$ cat config.mk
export PLATFORM = sky130hd
export DESIGN_NAME = utf8_stream_decoder_unit_flat
export DESIGN_NICKNAME = d
export VERILOG_FILES = /design/src/sv/utf8d_pkg.sv /design/src/sv/utf8d_if.sv /design/src/sv/utf8_stream_decoder_unit.sv /design/src/flat_wrapper.sv
export SDC_FILE = /design/constraint.sdc
export NUM_CORES = 1
export LEC_CHECK = 0
export BUFFER_PORTS_ARGS = -buffer_cell sky130_fd_sc_hd__buf_2
export CAP_MARGIN = 15
export CORE_MARGIN = 3
export CORE_UTILIZATION = 45
export CTS_CLUSTER_SIZE = 25
export DETAILED_ROUTE_END_ITERATION = 10
export PLACE_DENSITY = 0.69
export SKIP_LAST_GASP = 1
export SYNTH_ARGS = -nofsm -noshare
export SYNTH_HDL_FRONTEND = slang
export SYNTH_SLANG_ARGS = --single-unit
$ cat constraint.sdc
create_clock -name i_clk -period 3.5 [get_ports i_clk]
set_input_delay 0.7 -clock i_clk [delete_from_list [all_inputs] [get_ports i_clk]]
set_output_delay 0.7 -clock i_clk [all_outputs]
set_load 0.02 [all_outputs]
$ cat src/sv/utf8d_pkg.sv
// shared widths, constants, lead byte decode and scalar check for the utf-8 stream decoder
package utf8d_pkg;

    localparam int BYTE_W = 8;
    localparam int CP_W   = 21;
    localparam int LEN_W  = 3;
    localparam int CONT_W = 2;
    localparam int CNT_W  = 3;

    localparam logic [CP_W-1:0] MIN_2B  = 21'h00080;
    localparam logic [CP_W-1:0] MIN_3B  = 21'h00800;
    localparam logic [CP_W-1:0] MIN_4B  = 21'h10000;
    localparam logic [CP_W-1:0] CP_MAX  = 21'h10FFFF;
    localparam logic [CP_W-1:0] SURR_LO = 21'h0D800;
    localparam logic [CP_W-1:0] SURR_HI = 21'h0DFFF;

    localparam logic [LEN_W-1:0] LEN_NONE = 3'd0;
    localparam logic [LEN_W-1:0] LEN_2B   = 3'd2;
    localparam logic [LEN_W-1:0] LEN_3B   = 3'd3;
    localparam logic [LEN_W-1:0] LEN_4B   = 3'd4;

    // lead byte kinds
    localparam logic [1:0] LEAD_ASCII = 2'd0;
    localparam logic [1:0] LEAD_START = 2'd1;
    localparam logic [1:0] LEAD_BAD   = 2'd2;

    typedef struct packed {
        logic [1:0]      kind;
        logic [LEN_W-1:0] len;
        logic [CP_W-1:0]  accum;
    } t_lead;

    function automatic t_lead decode_lead(input logic [BYTE_W-1:0] b);
        t_lead l;
        l.kind  = LEAD_BAD;
        l.len   = LEN_NONE;
        l.accum = '0;
        if (b[7] == 1'b0) begin
            l.kind  = LEAD_ASCII;
            l.accum = CP_W'(b);
        end else if ((b & 8'hE0) == 8'hC0) begin
            l.kind  = LEAD_START;
            l.len   = LEN_2B;
            l.accum = CP_W'(b & 8'h1F);
        end else if ((b & 8'hF0) == 8'hE0) begin
            l.kind  = LEAD_START;
            l.len   = LEN_3B;
            l.accum = CP_W'(b & 8'h0F);
        end else if ((b & 8'hF8) == 8'hF0) begin
            l.kind  = LEAD_START;
            l.len   = LEN_4B;
            l.accum = CP_W'(b & 8'h07);
        end
        return l;
    endfunction

    // overlong, surrogate and out-of-range check on a finished sequence
    function automatic logic scalar_good(input logic [CP_W-1:0] v,
                                         input logic [LEN_W-1:0] len);
        logic [CP_W-1:0] lim;
        case (len)
            LEN_2B:  lim = MIN_2B;
            LEN_3B:  lim = MIN_3B;
            default: lim = MIN_4B;
        endcase
        return (v >= lim) && (v <= CP_MAX) && !(v inside {[SURR_LO:SURR_HI]});
    endfunction

endpackage

$ cat src/sv/utf8d_if.sv
// valid/ready channels for text bytes in and decoded scalars out
interface utf8d_in_if;
    import utf8d_pkg::*;
    logic              valid;
    logic              ready;
    logic [BYTE_W-1:0] in_byte;
    logic              text_last;

    modport source (output valid, output in_byte, output text_last, input ready);
    modport sink   (input valid, input in_byte, input text_last, output ready);
endinterface

interface utf8d_out_if;
    import utf8d_pkg::*;
    logic            valid;
    logic            ready;
    logic [CP_W-1:0] code_point;
    logic            scalar_ok;
    logic            run_last;
    logic            text_end;

    modport source (output valid, output code_point, output scalar_ok, output run_last,
                    output text_end, input ready);
    modport sink   (input valid, input code_point, input scalar_ok, input run_last,
                    input text_end, output ready);
endinterface

$ cat src/sv/utf8_stream_decoder_unit.sv
// utf-8 stream decoder: text bytes in, unicode scalars or error markers out
//
// i_byte_ch carries one text byte per word plus a flag on the last byte of
// the text. o_cp_ch carries one result per word: a scalar with scalar_ok
// high, or an error marker with code_point zero. run_last flags the final
// result caused by one byte, text_end the final result of the whole text.
// a byte may cause no result (lead or middle of a sequence) or up to four
// (errors flushed from a broken or truncated sequence, then the new lead).
// an accepted byte waits in the input register, its results then in the
// result register. throughput: one byte per cycle while each byte causes
// at most one result and the receiver is ready; the result register drains
// one word per cycle while ready is high, so a byte with k results holds
// the input until all k are taken. the input register keeps taking a byte
// while the last result of the previous one waits in the result register.
// reset (synchronous, i_rst_n low) empties both registers and drops any
// pending sequence. when the receiver stalls, the result register holds
// its word, then the input register fills and i_byte_ch.ready goes low;
// nothing is lost or repeated.
module utf8_stream_decoder_unit (
    input  logic                 i_clk,
    input  logic                 i_rst_n,
    utf8d_in_if.sink             i_byte_ch,
    utf8d_out_if.source          o_cp_ch
);
    import utf8d_pkg::*;

    // input register
    logic              r_in_vld;
    logic [BYTE_W-1:0] r_in_byte;
    logic              r_in_last;

    // pending sequence state
    logic [LEN_W-1:0]  r_seq_len;
    logic [CONT_W-1:0] r_conts;
    logic [CP_W-1:0]   r_accum;

    // result register: count of words still to send; all but the final are errors
    logic              r_res_vld;
    logic [CNT_W-1:0]  r_cnt;
    logic [CP_W-1:0]   r_cp;
    logic              r_ok;
    logic              r_end;

    logic              n_seq_len_zero;
    logic [LEN_W-1:0]  n_seq_len;
    logic [CONT_W-1:0] n_conts;
    logic [CP_W-1:0]   n_accum;
    logic [CNT_W-1:0]  n_cnt;
    logic [CP_W-1:0]   n_cp;
    logic              n_ok;

    t_lead             lead;
    logic [CP_W-1:0]   acc_step;
    logic [CONT_W-1:0] conts_inc;
    logic              pending;
    logic              is_cont;
    logic              take_lead;
    logic              res_take;
    logic              res_free;
    logic              load;
    logic              in_take;

    // handshakes
    assign res_take = r_res_vld && o_cp_ch.ready;
    assign res_free = !r_res_vld || (res_take && (r_cnt == CNT_W'(1)));
    assign load     = r_in_vld && res_free;
    assign i_byte_ch.ready = !r_in_vld || load;
    assign in_take  = i_byte_ch.valid && i_byte_ch.ready;

    // decode of the byte in the input register against the pending sequence
    always_comb begin
        lead      = decode_lead(r_in_byte);
        acc_step  = {r_accum[CP_W-7:0], r_in_byte[5:0]};
        conts_inc = r_conts + CONT_W'(1);
        pending   = (r_seq_len >= LEN_2B) && (r_seq_len <= LEN_4B);
        is_cont   = (r_in_byte[7:6] == 2'b10);
        take_lead = 1'b0;
        n_seq_len = LEN_NONE;
        n_conts   = '0;
        n_accum   = '0;
        n_cnt     = '0;
        n_cp      = '0;
        n_ok      = 1'b0;

        if (pending && is_cont) begin
            if ((LEN_W'(conts_inc) + LEN_W'(1)) >= r_seq_len) begin
                // sequence complete: one scalar or one error for all of it
                n_cnt = CNT_W'(1);
                n_ok  = scalar_good(acc_step, r_seq_len);
                n_cp  = acc_step;
            end else begin
                n_seq_len = r_seq_len;
                n_conts   = conts_inc;
                n_accum   = acc_step;
            end
        end else if (pending) begin
            // broken sequence: error for the lead and each continuation, then retry as lead
            n_cnt     = CNT_W'(r_conts) + CNT_W'(1);
            take_lead = 1'b1;
        end else begin
            take_lead = 1'b1;
        end

        if (take_lead) begin
            case (lead.kind)
                LEAD_ASCII: begin
                    n_cnt = n_cnt + CNT_W'(1);
                    n_cp  = lead.accum;
                    n_ok  = 1'b1;
                end
                LEAD_START: begin
                    n_seq_len = lead.len;
                    n_accum   = lead.accum;
                end
                default: begin
                    n_cnt = n_cnt + CNT_W'(1);
                    n_ok  = 1'b0;
                end
            endcase
        end

        // text cut short inside a sequence
        n_seq_len_zero = (n_seq_len == LEN_NONE);
        if (r_in_last && !n_seq_len_zero) begin
            n_cnt     = n_cnt + CNT_W'(n_conts) + CNT_W'(1);
            n_ok      = 1'b0;
            n_seq_len = LEN_NONE;
            n_conts   = '0;
            n_accum   = '0;
        end

        if (!n_ok) begin
            n_cp = '0;
        end
    end

    // input register
    always_ff @(posedge i_clk) begin
        if (!i_rst_n) begin
            r_in_vld <= 1'b0;
        end else if (in_take) begin
            r_in_vld <= 1'b1;
        end else if (load) begin
            r_in_vld <= 1'b0;
        end
        if (in_take) begin
            r_in_byte <= i_byte_ch.in_byte;
            r_in_last <= i_byte_ch.text_last;
        end
    end

    // sequence state and result register
    always_ff @(posedge i_clk) begin
        if (!i_rst_n) begin
            r_seq_len <= LEN_NONE;
            r_conts   <= '0;
            r_accum   <= '0;
            r_res_vld <= 1'b0;
            r_cnt     <= '0;
        end else if (load) begin
            r_seq_len <= n_seq_len;
            r_conts   <= n_conts;
            r_accum   <= n_accum;
            r_res_vld <= (n_cnt != '0);
            r_cnt     <= n_cnt;
        end else if (res_take) begin
            r_cnt <= r_cnt - CNT_W'(1);
            if (r_cnt == CNT_W'(1)) begin
                r_res_vld <= 1'b0;
            end
        end
        if (load) begin
            r_cp  <= n_cp;
            r_ok  <= n_ok;
            r_end <= r_in_last;
        end
    end

    // leading words of a burst are error markers, the final one carries the value
    assign o_cp_ch.valid      = r_res_vld;
    assign o_cp_ch.run_last   = (r_cnt == CNT_W'(1));
    assign o_cp_ch.code_point = o_cp_ch.run_last ? r_cp : '0;
    assign o_cp_ch.scalar_ok  = o_cp_ch.run_last && r_ok;
    assign o_cp_ch.text_end   = o_cp_ch.run_last && r_end;

    // a live result register always has words left, never more than four
    a_cnt_range: assert property (@(posedge i_clk) disable iff (!i_rst_n)
        r_res_vld |-> (r_cnt != '0) && (r_cnt <= CNT_W'(4)))
        else $error("result count out of range");

    // a pending sequence always still needs a continuation
    a_seq_shape: assert property (@(posedge i_clk) disable iff (!i_rst_n)
        (r_seq_len != LEN_NONE) |->
            (r_seq_len >= LEN_2B) && (r_seq_len <= LEN_4B) &&
            ((LEN_W'(r_conts) + LEN_W'(1)) < r_seq_len))
        else $error("bad pending sequence state");

    // nothing may be pending once the end of a text leaves the block
    a_end_clear: assert property (@(posedge i_clk) disable iff (!i_rst_n)
        (res_take && o_cp_ch.text_end) |-> (r_seq_len == LEN_NONE))
        else $error("sequence pending after text end");

    // a blocked byte stays put in the input register
    a_in_hold: assert property (@(posedge i_clk) disable iff (!i_rst_n)
        (r_in_vld && !load) |=> r_in_vld && $stable(r_in_byte) && $stable(r_in_last))
        else $error("input register lost a stalled byte");

    // only the final word of a burst can carry a scalar
    a_err_lead: assert property (@(posedge i_clk) disable iff (!i_rst_n)
        (r_res_vld && (r_cnt != CNT_W'(1))) |-> !o_cp_ch.scalar_ok && (o_cp_ch.code_point == '0))
        else $error("scalar before end of burst");

endmodule

$ cat src/flat_wrapper.sv
// flat-port wrapper written by rule: the top's interface ports become plain ports
module utf8_stream_decoder_unit_flat import utf8d_pkg::*;
  (i_clk, i_rst_n, i_byte_ch_valid, i_byte_ch_in_byte, i_byte_ch_text_last, i_byte_ch_ready, o_cp_ch_valid, o_cp_ch_code_point, o_cp_ch_scalar_ok, o_cp_ch_run_last, o_cp_ch_text_end, o_cp_ch_ready);
  utf8d_in_if i_byte_ch_i ();
  utf8d_out_if o_cp_ch_i ();
  input  logic i_clk;
  input  logic i_rst_n;
  input wire logic [$bits(i_byte_ch_i.valid)-1:0] i_byte_ch_valid;
  input wire logic [$bits(i_byte_ch_i.in_byte)-1:0] i_byte_ch_in_byte;
  input wire logic [$bits(i_byte_ch_i.text_last)-1:0] i_byte_ch_text_last;
  output wire logic [$bits(i_byte_ch_i.ready)-1:0] i_byte_ch_ready;
  output wire logic [$bits(o_cp_ch_i.valid)-1:0] o_cp_ch_valid;
  output wire logic [$bits(o_cp_ch_i.code_point)-1:0] o_cp_ch_code_point;
  output wire logic [$bits(o_cp_ch_i.scalar_ok)-1:0] o_cp_ch_scalar_ok;
  output wire logic [$bits(o_cp_ch_i.run_last)-1:0] o_cp_ch_run_last;
  output wire logic [$bits(o_cp_ch_i.text_end)-1:0] o_cp_ch_text_end;
  input wire logic [$bits(o_cp_ch_i.ready)-1:0] o_cp_ch_ready;
  assign i_byte_ch_i.valid = i_byte_ch_valid;
  assign i_byte_ch_i.in_byte = i_byte_ch_in_byte;
  assign i_byte_ch_i.text_last = i_byte_ch_text_last;
  assign i_byte_ch_ready = i_byte_ch_i.ready;
  assign o_cp_ch_valid = o_cp_ch_i.valid;
  assign o_cp_ch_code_point = o_cp_ch_i.code_point;
  assign o_cp_ch_scalar_ok = o_cp_ch_i.scalar_ok;
  assign o_cp_ch_run_last = o_cp_ch_i.run_last;
  assign o_cp_ch_text_end = o_cp_ch_i.text_end;
  assign o_cp_ch_i.ready = o_cp_ch_ready;
  utf8_stream_decoder_unit u_core (.i_clk(i_clk), .i_rst_n(i_rst_n), .i_byte_ch(i_byte_ch_i), .o_cp_ch(o_cp_ch_i));
endmodule
==> results.toml, run 1 <==
[setup_path]
cp-start-kind = "flop"
worst-r2r-setup-slack_ps = 250
crit_required_ps = 3670
crit_path_max_incr_delay_ps = 460
path_max_fanout = 5
crit_path_end_kind = "flop"
crit_chain = "inv_2, ha_4, xor2_1, ha_1, nand2_1, o21ai_2, nand2_1, a21oi_1, ha_1, nand2_1, o2bb2ai_1, fa_1, a211o_1, nand3_1, a41oi_1"
cp_slowest_cell = "fa_1"
critical_path_class = "reg -> reg"
critPathTopFamily = "adder cells"
worst-path-buf-inv = 1
worst_path_most_repeated_cell = "nand2_1"
cp_data_arrival_time_ps = 3420

[pwr]
peakVddDrop_mv = 0.303
powerDensity_nw_per_um2 = 445
power_mw = 1.48
p_leak_nw = 1.31

[route]
ant_nets = 0
drtIter0Drc = 149
wl_per_cell_um = 13.8
firstDrtPassIters = 5
via_per_inst = 5.21
drcViolationCount = 0
wirelength_mm = 5.43
vias = 2048

[die]
die_h_um = 85.2
initial_utilization_pct = 47.2
io_pins = 39
die-area_um2 = 7270
rows = 28
die_w_um = 85.2
core_um2 = 5990

[logic_synthesis]
ys_types = 50
synth_area_leaders = "edfxtp_1 34%, dfxtp_1 18%, and2_1 8.2%, ha_1 5.3%, a22oi_1 4.0%"
yosys_warnings = 0
synth_edf_count = 32
synth_top_area_share_pct = 34.0
synthFlopType = "edfxtp_1"
synthMostInstantiatedCell = "and2_1"
yosysTopAreaCell = "edfxtp_1"
async_flop_share_pct = 0
syn_nets = 294
synth_cells = 268
ys_seq_elements = 57
syn-cell-area_um2 = 2830
yosys-top-cells-count = "37 x and2_1, 32 x edfxtp_1, 29 x nor2_1, 25 x dfxtp_1, 15 x a22oi_1"
seq_area_frac_synth_pct = 51.7
syn_area_per_cell_um2 = 10.5

[hold_path]
min_path_type = "reg -> reg"

[sta]
setup_viol_count_final = 0
hold_viol_final = 0
relSlewSlack_pct = 45.2
setup_tns_ps = 0
finClkSkew_ps = 10.8
period_share_pct = 93.0
worst_pin_slew_ps = 821
grt_setup_unrepaired = "no"
slew_violations = 0
fin_crit_ps = 3250
max_freq_mhz = 307

[place]
place_hpwl_mm = 3.93
dpl_cell_area_um2 = 3100
gp_congestion = 0.888
dp.cells = 375
portBuffers = 38

[global_routing]
busiest_layer = "met2"
gr-total-overflow = 0
track_usage_pct = 15.9
grt_pass1_vias = 1903
grt_pass1_wl_mm = 8.95
antenna_found_initial = 0
grt_use_met2_pct = 23.5
grt_use_met3_pct = 3.69
gr-usage-met1_pct = 21.5
grt_max_degree = 26

[clocking]
clock-sinks = 57
clockBufferDepth = 2
insertion_delay_ps = 330
htreeDepth = 3
cts_hold_buffers = 0
cts_tree = "built"
cts_root_buffer = "clkbuf_8"
clk_pin_slew_ps = 60
cts_buffers = 9

[finish]
final_net_count = 339
final_cell_area_um2 = 3310
n_fill_cell = 541
area_delta_synth_final_pct = 17.3
fin_util_pct = 55.3
antenna_cells = 0
drive_gt1_share_pct = 21.1
instances_no_fill = 393

[flow_run]
cap_violations = 0

[run_status]
status = "finished, final reports clean"
path summary, 6_finish.rpt:
kind,start,endpoint,depth (start not counted)
max,u_core.r_conts[0],u_core.o_cp_ch.valid,15
min,u_core.r_cnt[1],u_core.r_cnt[1],2
max reg2reg,u_core.r_conts[0],u_core.o_cp_ch.valid,15
min reg2reg,u_core.r_cnt[1],u_core.r_cnt[1],2
repair_timing:
item	CTS	global route
hold endpoints to repair	0	0
setup buffers	0	2
setup endpoints to repair	0	3
resized for setup	0	3
logic make-up after synthesis:
logic type / count (synthesis) / synth area share [%]
AOI/OAI and AO/OA: 61 / 16.7
xor gates and xnor gates: 1 / 0.310
and+or+nand+nor: 109 / 20.9
muxes: 2 / 0.709
DFF: 57 / 51.7
buffers and inverters: 25 / 3.63
adders and majority gates: 13 / 6.02
state kept, by name, summed over array words and instances (netlist names):
| signal | cells |
|---|---|
| u_core.r_cnt | 3 |
| u_core.r_end | 1 |
| u_core.r_in_vld | 1 |
| u_core.r_cp | 21 |
| u_core.r_accum | 15 |
| u_core.r_conts | 2 |
| u_core.r_in_last | 1 |
| u_core.r_ok | 1 |
| u_core.r_in_byte | 8 |
| u_core.o_cp_ch.valid | 1 |
| u_core.r_seq_len | 3 |
area by class of cell:
class	count	area, um2	share of cell area [%]
multi-input combinational	186	1280	38.5
sequential	57	1460	44.1
clock inverter	6	58.8	1.77
timing repair buffer	45	243	7.32
clock buffer	10	128	3.85
tap	75	93.8	2.83
inverter	14	52.6	1.59
cell usage in the layout (no fill, tap or decap), drive strengths merged, types with 2 or more instances in the layout:
cell       n
buf       45
and2      37
edfxtp    32
nor2      29
dfxtp     25
a22oi     15
nand2     14
inv       13
a21oi     12
ha        12
clkbuf    10
o21ai      6
a21boi     5
nor2b      4
nand2b     4
nand3      4
clkinv     4
nor3       3
o211ai     3
nor4b      3
a2111oi    3
o2bb2ai    2
or3        2
or4        2
a211o      2
a32oi      2
mux2i      2
a221oi     2
a211oi     2
clkinvlp   2
per-stage QoR:
| step | setup slack [ps] | hold slack, ps |
|---|---|---|
| floorplan | 328 | 424 |
| CTS | 20.7 | 511 |
| global placement | 184 | 502 |
| detailed placement | 43.8 | 500 |
| global route | 17.2 | 533 |
| finish | 246 | 514 |
power by group:
| part | switching [mW] | leakage (nW) | internal, mW |
|---|---|---|---|
| clock | 0.250 | 0.0897 | 0.323 |
| sequential | 0.0176 | 0.508 | 0.737 |
| combinational | 0.0934 | 0.708 | 0.0539 |
| total | 0.361 | 1.31 | 1.11 |
metal layers:
metal	vias up	share of wire (%)	wire, um
met2	62	45	2430
li1	1064	-	-
met3	5	6.2	338
met4	0	0.92	50
met1	917	48	2600
met5	-	0	0
worst register-to-register path: cells and delay by family (launching register included):
family	cells	cell delay [ps]
adders and majority gates	4	1270
AOI/OAI and AO/OA	5	880
DFF	1	390
and+or+nand+nor	4	340
xor gates and xnor gates	1	150
buffers and inverters	1	100
Note: power is estimated with default switching activity, not from simulation.
==> run 2, diff against run 1 <==
GPL_TIMING_DRIVEN = 0   (was not set)
==> run 2 against run 1 <==
  * Register-to-register slack worse by 20 ps
  * Sequential share of layout area decreased by 0.67 points
  * Wire length increased by 5.2%
  * Die area did not move
  * Total power is 6.7% higher
  * Non-clock buffer count increased by 5
  * Via count is 3.7% higher
  * Clock skew is 2.4 ps lower
  * Global-route usage is 0.64 points higher
  * Critical path type unchanged
==> results.toml, run 2 (synthesized netlist as in run 1, its figures left out) <==
[run_status]
status = "finished, final reports clean"

[finish]
antenna_cells = 0
final_cell_area_um2 = 3370
final_common_cell = "buf_2"
final_net_count = 344
instances_no_fill = 398
n_fill_cell = 536
area_delta_synth_final_pct = 19.2
reg.largest.list = "u_core.r_cp: 21 flops, u_core.r_accum: 15 flops, u_core.r_in_byte: 8 flops"
final_cell_mix = "39 x buf_2, 37 x and2_1, 32 x edfxtp_1"
drive_gt1_share_pct = 20.7
largest_reg_flops = 21
fin_util_pct = 56.2
max_flop_register = "u_core.r_cp"

[die]
initial_utilization_pct = 47.2
die-area_um2 = 7270
rows = 28
io_pins = 39
die_w_um = 85.2
core_um2 = 5990
die_h_um = 85.2

[clocking]
cts_hold_buffers = 0
cts_buffers = 9
clockBufferDepth = 2
insertion_delay_ps = 330
htreeDepth = 3
cts_tree = "built"
cts_root_buffer = "clkbuf_8"
clk_pin_slew_ps = 60
clock-sinks = 57

[hold_path]
min_path_type = "reg -> reg"

[setup_path]
path_max_fanout = 5
crit_required_ps = 3690
cp_slowest_cell = "fa_1"
crit_chain = "inv_4, ha_2, xor2_1, ha_1, nand2_1, o21ai_4, nand2_1, a21oi_2, ha_1, nand2_1, o2bb2ai_1, fa_1, a211o_1, nand3_1, a41oi_1"
crit_path_end_kind = "flop"
critical_path_class = "reg -> reg"
worst_path_most_repeated_cell = "nand2_1"
cp_data_arrival_time_ps = 3460
cp-start-kind = "flop"
crit_path_max_incr_delay_ps = 450

[sta]
max_freq_mhz = 306
setup_viol_count_final = 0
fin_crit_ps = 3270
relSlewSlack_pct = 36.4
hold_viol_final = 0
worst_slack_ps = 230
worst_pin_slew_ps = 947
slew_violations = 0
finClkSkew_ps = 8.41
period_share_pct = 93.4

[route]
wl_per_cell_um = 14.3
ant_nets = 0
via_per_inst = 5.34
drtIter0Drc = 155
vias = 2124
wirelength_mm = 5.71
drcViolationCount = 0
firstDrtPassIters = 4

[global_routing]
grt_max_degree = 31
gr-total-overflow = 0
antenna_found_initial = 0
grt_pass1_wl_mm = 9.44
track_usage_pct = 16.5
grt_pass1_vias = 1976

[pwr]
peakVddDrop_mv = 0.277
p_leak_nw = 1.31
powerDensity_nw_per_um2 = 467
power_mw = 1.57

[place]
gp_congestion = 0.876
dpl_cell_area_um2 = 3110
dp.cells = 381
post-place-ws_ps = -52.1
portBuffers = 38
place_hpwl_mm = 4.23

[flow_run]
cap_violations = 0
## run 2: final timing paths
check                          from              endpoint  slack (ps)  cells after the start
setup / recovery  u_core.r_conts[0]  u_core.o_cp_ch.valid         230                     15
hold / removal     u_core.r_in_last          u_core.r_end         510                      0
setup reg to reg  u_core.r_conts[0]  u_core.o_cp_ch.valid         230                     15
hold reg to reg    u_core.r_in_last          u_core.r_end         510                      0
## run 2: power by group
part           internal, mW  switching [mW]  total (mW)
Clock                 0.418           0.249       0.666
Sequential            0.738          0.0145       0.752
Combinational        0.0538           0.102       0.156
Total                  1.21           0.365        1.57
## run 2: critical path: cells and delay by family, from the launching register on
kind | cells | cell delay [ps]
adder cells (fa/ha/maj) | 4 | 1290
AO/OA/AOI/OAI | 5 | 870
flip-flops | 1 | 380
AND/OR/NAND/NOR | 4 | 380
XOR/XNOR | 1 | 150
buffers and inverters | 1 | 60
## run 2: area by class of cell
class / count / area (um2) / share of cell area [%]
buffer: 11 / 50.0 / 1.49
clock buffer: 11 / 141 / 4.20
clock inverter: 5 / 78.8 / 2.34
inverter: 14 / 55.1 / 1.63
multi-input combinational: 186 / 1290 / 38.3
sequential: 57 / 1460 / 43.4
tap: 75 / 93.8 / 2.79
timing repair buffer: 39 / 198 / 5.87
## run 2: routing by layer
layer	wire length [um]	global-route usage [%]	vias to the layer above
met5	0	0	-
met4	85	7.05	0
met3	355	3.88	9
met2	2550	24.4	71
met1	2710	23.2	973
li1	-	-	1071
## run 2: stage by stage
step,TNS (ps),hold WS [ps]
detailed placement,-63.2,493
global route,-7.54,529
global placement,0,459
floorplan,0,424
CTS,0,509
finish,0,506
## run 2: what timing repair did
action / CTS / global route
endpoints found under the setup margin: 2 / 3
buffers inserted: 0 / 1
resized for setup: 1 / 8
pin swaps: 0 / 2
hold endpoints to repair: 0 / 0
==> run 3, diff against run 2 <==
CORE_ASPECT_RATIO = 0.6   (was not set)
REMOVE_ABC_BUFFERS = 1   (was not set)
==> run 3 against run 2 <==
  * First-iteration DRC count down 15%
  * Flip-flop and latch count unchanged
  * Total power up 1.3%
  * Utilization up 1.4 points
  * Global-route usage up 1.7 points
  * Non-clock buffer count down 9
  * Largest cell class unchanged
  * Final area down 0.63%
  * Wire length up 4.2%
  * Die area up 0.43%
  * Combinational power down 3%
  * Register-to-register slack about the same
==> results.toml, run 3 (synthesized netlist as in run 1, its figures left out) <==
[sta]
setup_viol_count_final = 0
period_share_pct = 93.1
finClkSkew_ps = 5.81
relSlewSlack_pct = 44.2
worst_pin_slew_ps = 836
setup_tns_ps = 0
hold_viol_final = 0
fin_crit_ps = 3260
grt_setup_unrepaired = "yes"
slew_violations = 0
max_freq_mhz = 307

[clocking]
htreeDepth = 3
cts_buffers = 9
cts_hold_buffers = 0
insertion_delay_ps = 340
cts_tree = "built"
clockBufferDepth = 2
clock-sinks = 57
clk_pin_slew_ps = 70
cts_root_buffer = "clkbuf_8"

[setup_path]
reg2reg_to = "u_core.o_cp_ch.valid"
critPathTopFamily = "adder cells"
cp-start-kind = "flop"
crit_path_max_incr_delay_ps = 440
crit_path_end_kind = "flop"
cp_slowest_cell = "fa_1"
path_max_fanout = 5
cp_data_arrival_time_ps = 3440
crit_required_ps = 3680
worst_r2r_path_depth = 15
worst_path_most_repeated_cell = "nand2_1"
critical_path_class = "reg -> reg"
worst-path-buf-inv = 1
worst-r2r-setup-slack_ps = 240
crit_chain = "inv_2, ha_4, xor2_1, ha_1, nand2_1, o21ai_2, nand2_1, a21oi_1, ha_1, nand2_1, o2bb2ai_1, fa_1, a211o_1, nand3_1, a41oi_1"
path_depth = 15
r2r_start = "u_core.r_conts[0]"

[die]
die-area_um2 = 7300
core_um2 = 5810
initial_utilization_pct = 48.7
die_w_um = 108
io_pins = 39
rows = 21
die_h_um = 67.4

[finish]
reg.largest.list = "u_core.r_cp: 21 flops, u_core.r_accum: 15 flops, u_core.r_in_byte: 8 flops"
n_fill_cell = 505
area_delta_synth_final_pct = 18.5
max_flop_register = "u_core.r_cp"
final_cell_mix = "39 x buf_2, 37 x and2_1, 32 x edfxtp_1"
largest_reg_flops = 21
final_common_cell = "buf_2"
antenna_cells = 0
regArea_um2 = 1460
final_net_count = 335
instances_no_fill = 394
drive_gt1_share_pct = 22.6
multi_input_area_um2 = 1300

[hold_path]
min_path_type = "reg -> reg"
holdPathEnd = "u_core.r_accum[4]"
hp-start = "u_core.r_accum[4]"
hold-path-cell-count = 2

[pwr]
peakVddDrop_mv = 0.264
p_leak_nw = 1.32
powerDensity_nw_per_um2 = 477
power_mw = 1.60

[route]
m1WireLength_mm = 2.78
ant_nets = 0
drtIter0Drc = 131
maxUsedRoutingLayer = "met4"
drcViolationCount = 0
via_per_inst = 5.35
wirelength_mm = 5.95
wl_per_cell_um = 15.1
vias = 2106
dr_wl_met2_mm = 2.60
firstDrtPassIters = 5
met3_length_um = 511

[flow_run]
cap_violations = 0

[place]
portBuffers = 38
dp.cells = 377
gp_congestion = 0.885
place_hpwl_mm = 4.16

[global_routing]
gr-total-overflow = 0
track_usage_pct = 18.2
grt_pass1_wl_mm = 9.85
grt_pass1_vias = 1968
antenna_found_initial = 0
grt_max_degree = 31

[run_status]
status = "finished, final reports clean"
## run 3: cell types whose count changed in the layout (fill, tap and decap cells not counted), sizes merged
cell      delta
inv          +1
clkbuf       -9
clkinv       +1
clkinvlp     -2
## run 3: metrics by stage
step / hold slack, ps / setup WS [ps] / area [um2] / util [%]
6_report: 502 / 242 / 3350 / 57.6
3_5_place_dp: 484 / -637 / 3080 / 53.1
4_1_cts: 493 / 106 / 3330 / 57.4
5_1_grt: 519 / -23.1 / 3350 / 57.6
2_1_floorplan: 453 / 184 / 2780 / -
3_3_place_gp: 484 / -942 / 3070 / 52.8
## run 3: worst max path at each step
| stage | slack (ps) | endpoint | from |
|---|---|---|---|
| floorplan | 180 | u_core.r_seq_len[1] | u_core.r_cnt[1] |
| global placement | -940 | u_core.r_conts[0] | u_core.r_cnt[1] |
| detailed placement | -640 | u_core.o_cp_ch.valid | u_core.r_cnt[1] |
| CTS | 110 | u_core.r_cnt[1] | u_core.r_conts[0] |
| global route | -20 | u_core.r_cnt[1] | u_core.r_conts[0] |
| finish | 240 | u_core.o_cp_ch.valid | u_core.r_conts[0] |
## run 3: final cells by class
class                   count  share of cell area, %
repair buffers             41                   6.39
inverters                  14                   1.61
multi-input cells         186                   38.7
clock buffers              11                   4.22
flip-flops and latches     57                   43.7
well taps                  80                   2.99
clock inverters             5                   2.36
## run 3: what timing repair did
| action | CTS | global route |
|---|---|---|
| resized for setup | 5 | 5 |
| setup endpoints to repair | 37 | 7 |
| setup buffers | 1 | 0 |
| pin swaps | 1 | 0 |
## run 3: worst register-to-register path: cells and delay by family, from the launching register on
family | cells | cell delay (ps)
adders and majority gates | 4 | 1240
buffers and inverters | 1 | 90
xor gates and xnor gates | 1 | 150
DFF | 1 | 370
and+or+nand+nor | 4 | 360
AOI/OAI and AO/OA | 5 | 920
## run 3: layer usage
metal | track usage [%] | up-vias
met2 | 27.7 | 87
li1 | - | 1051
met4 | 8.03 | 0
met5 | 0 | -
met1 | 24.1 | 962
met3 | 5.92 | 6
## run 3: power by group
group / switching, mW / total (mW) / internal, mW
clock network: 0.268 / 0.688 / 0.420
registers: 0.0177 / 0.755 / 0.737
logic: 0.0989 / 0.152 / 0.0536
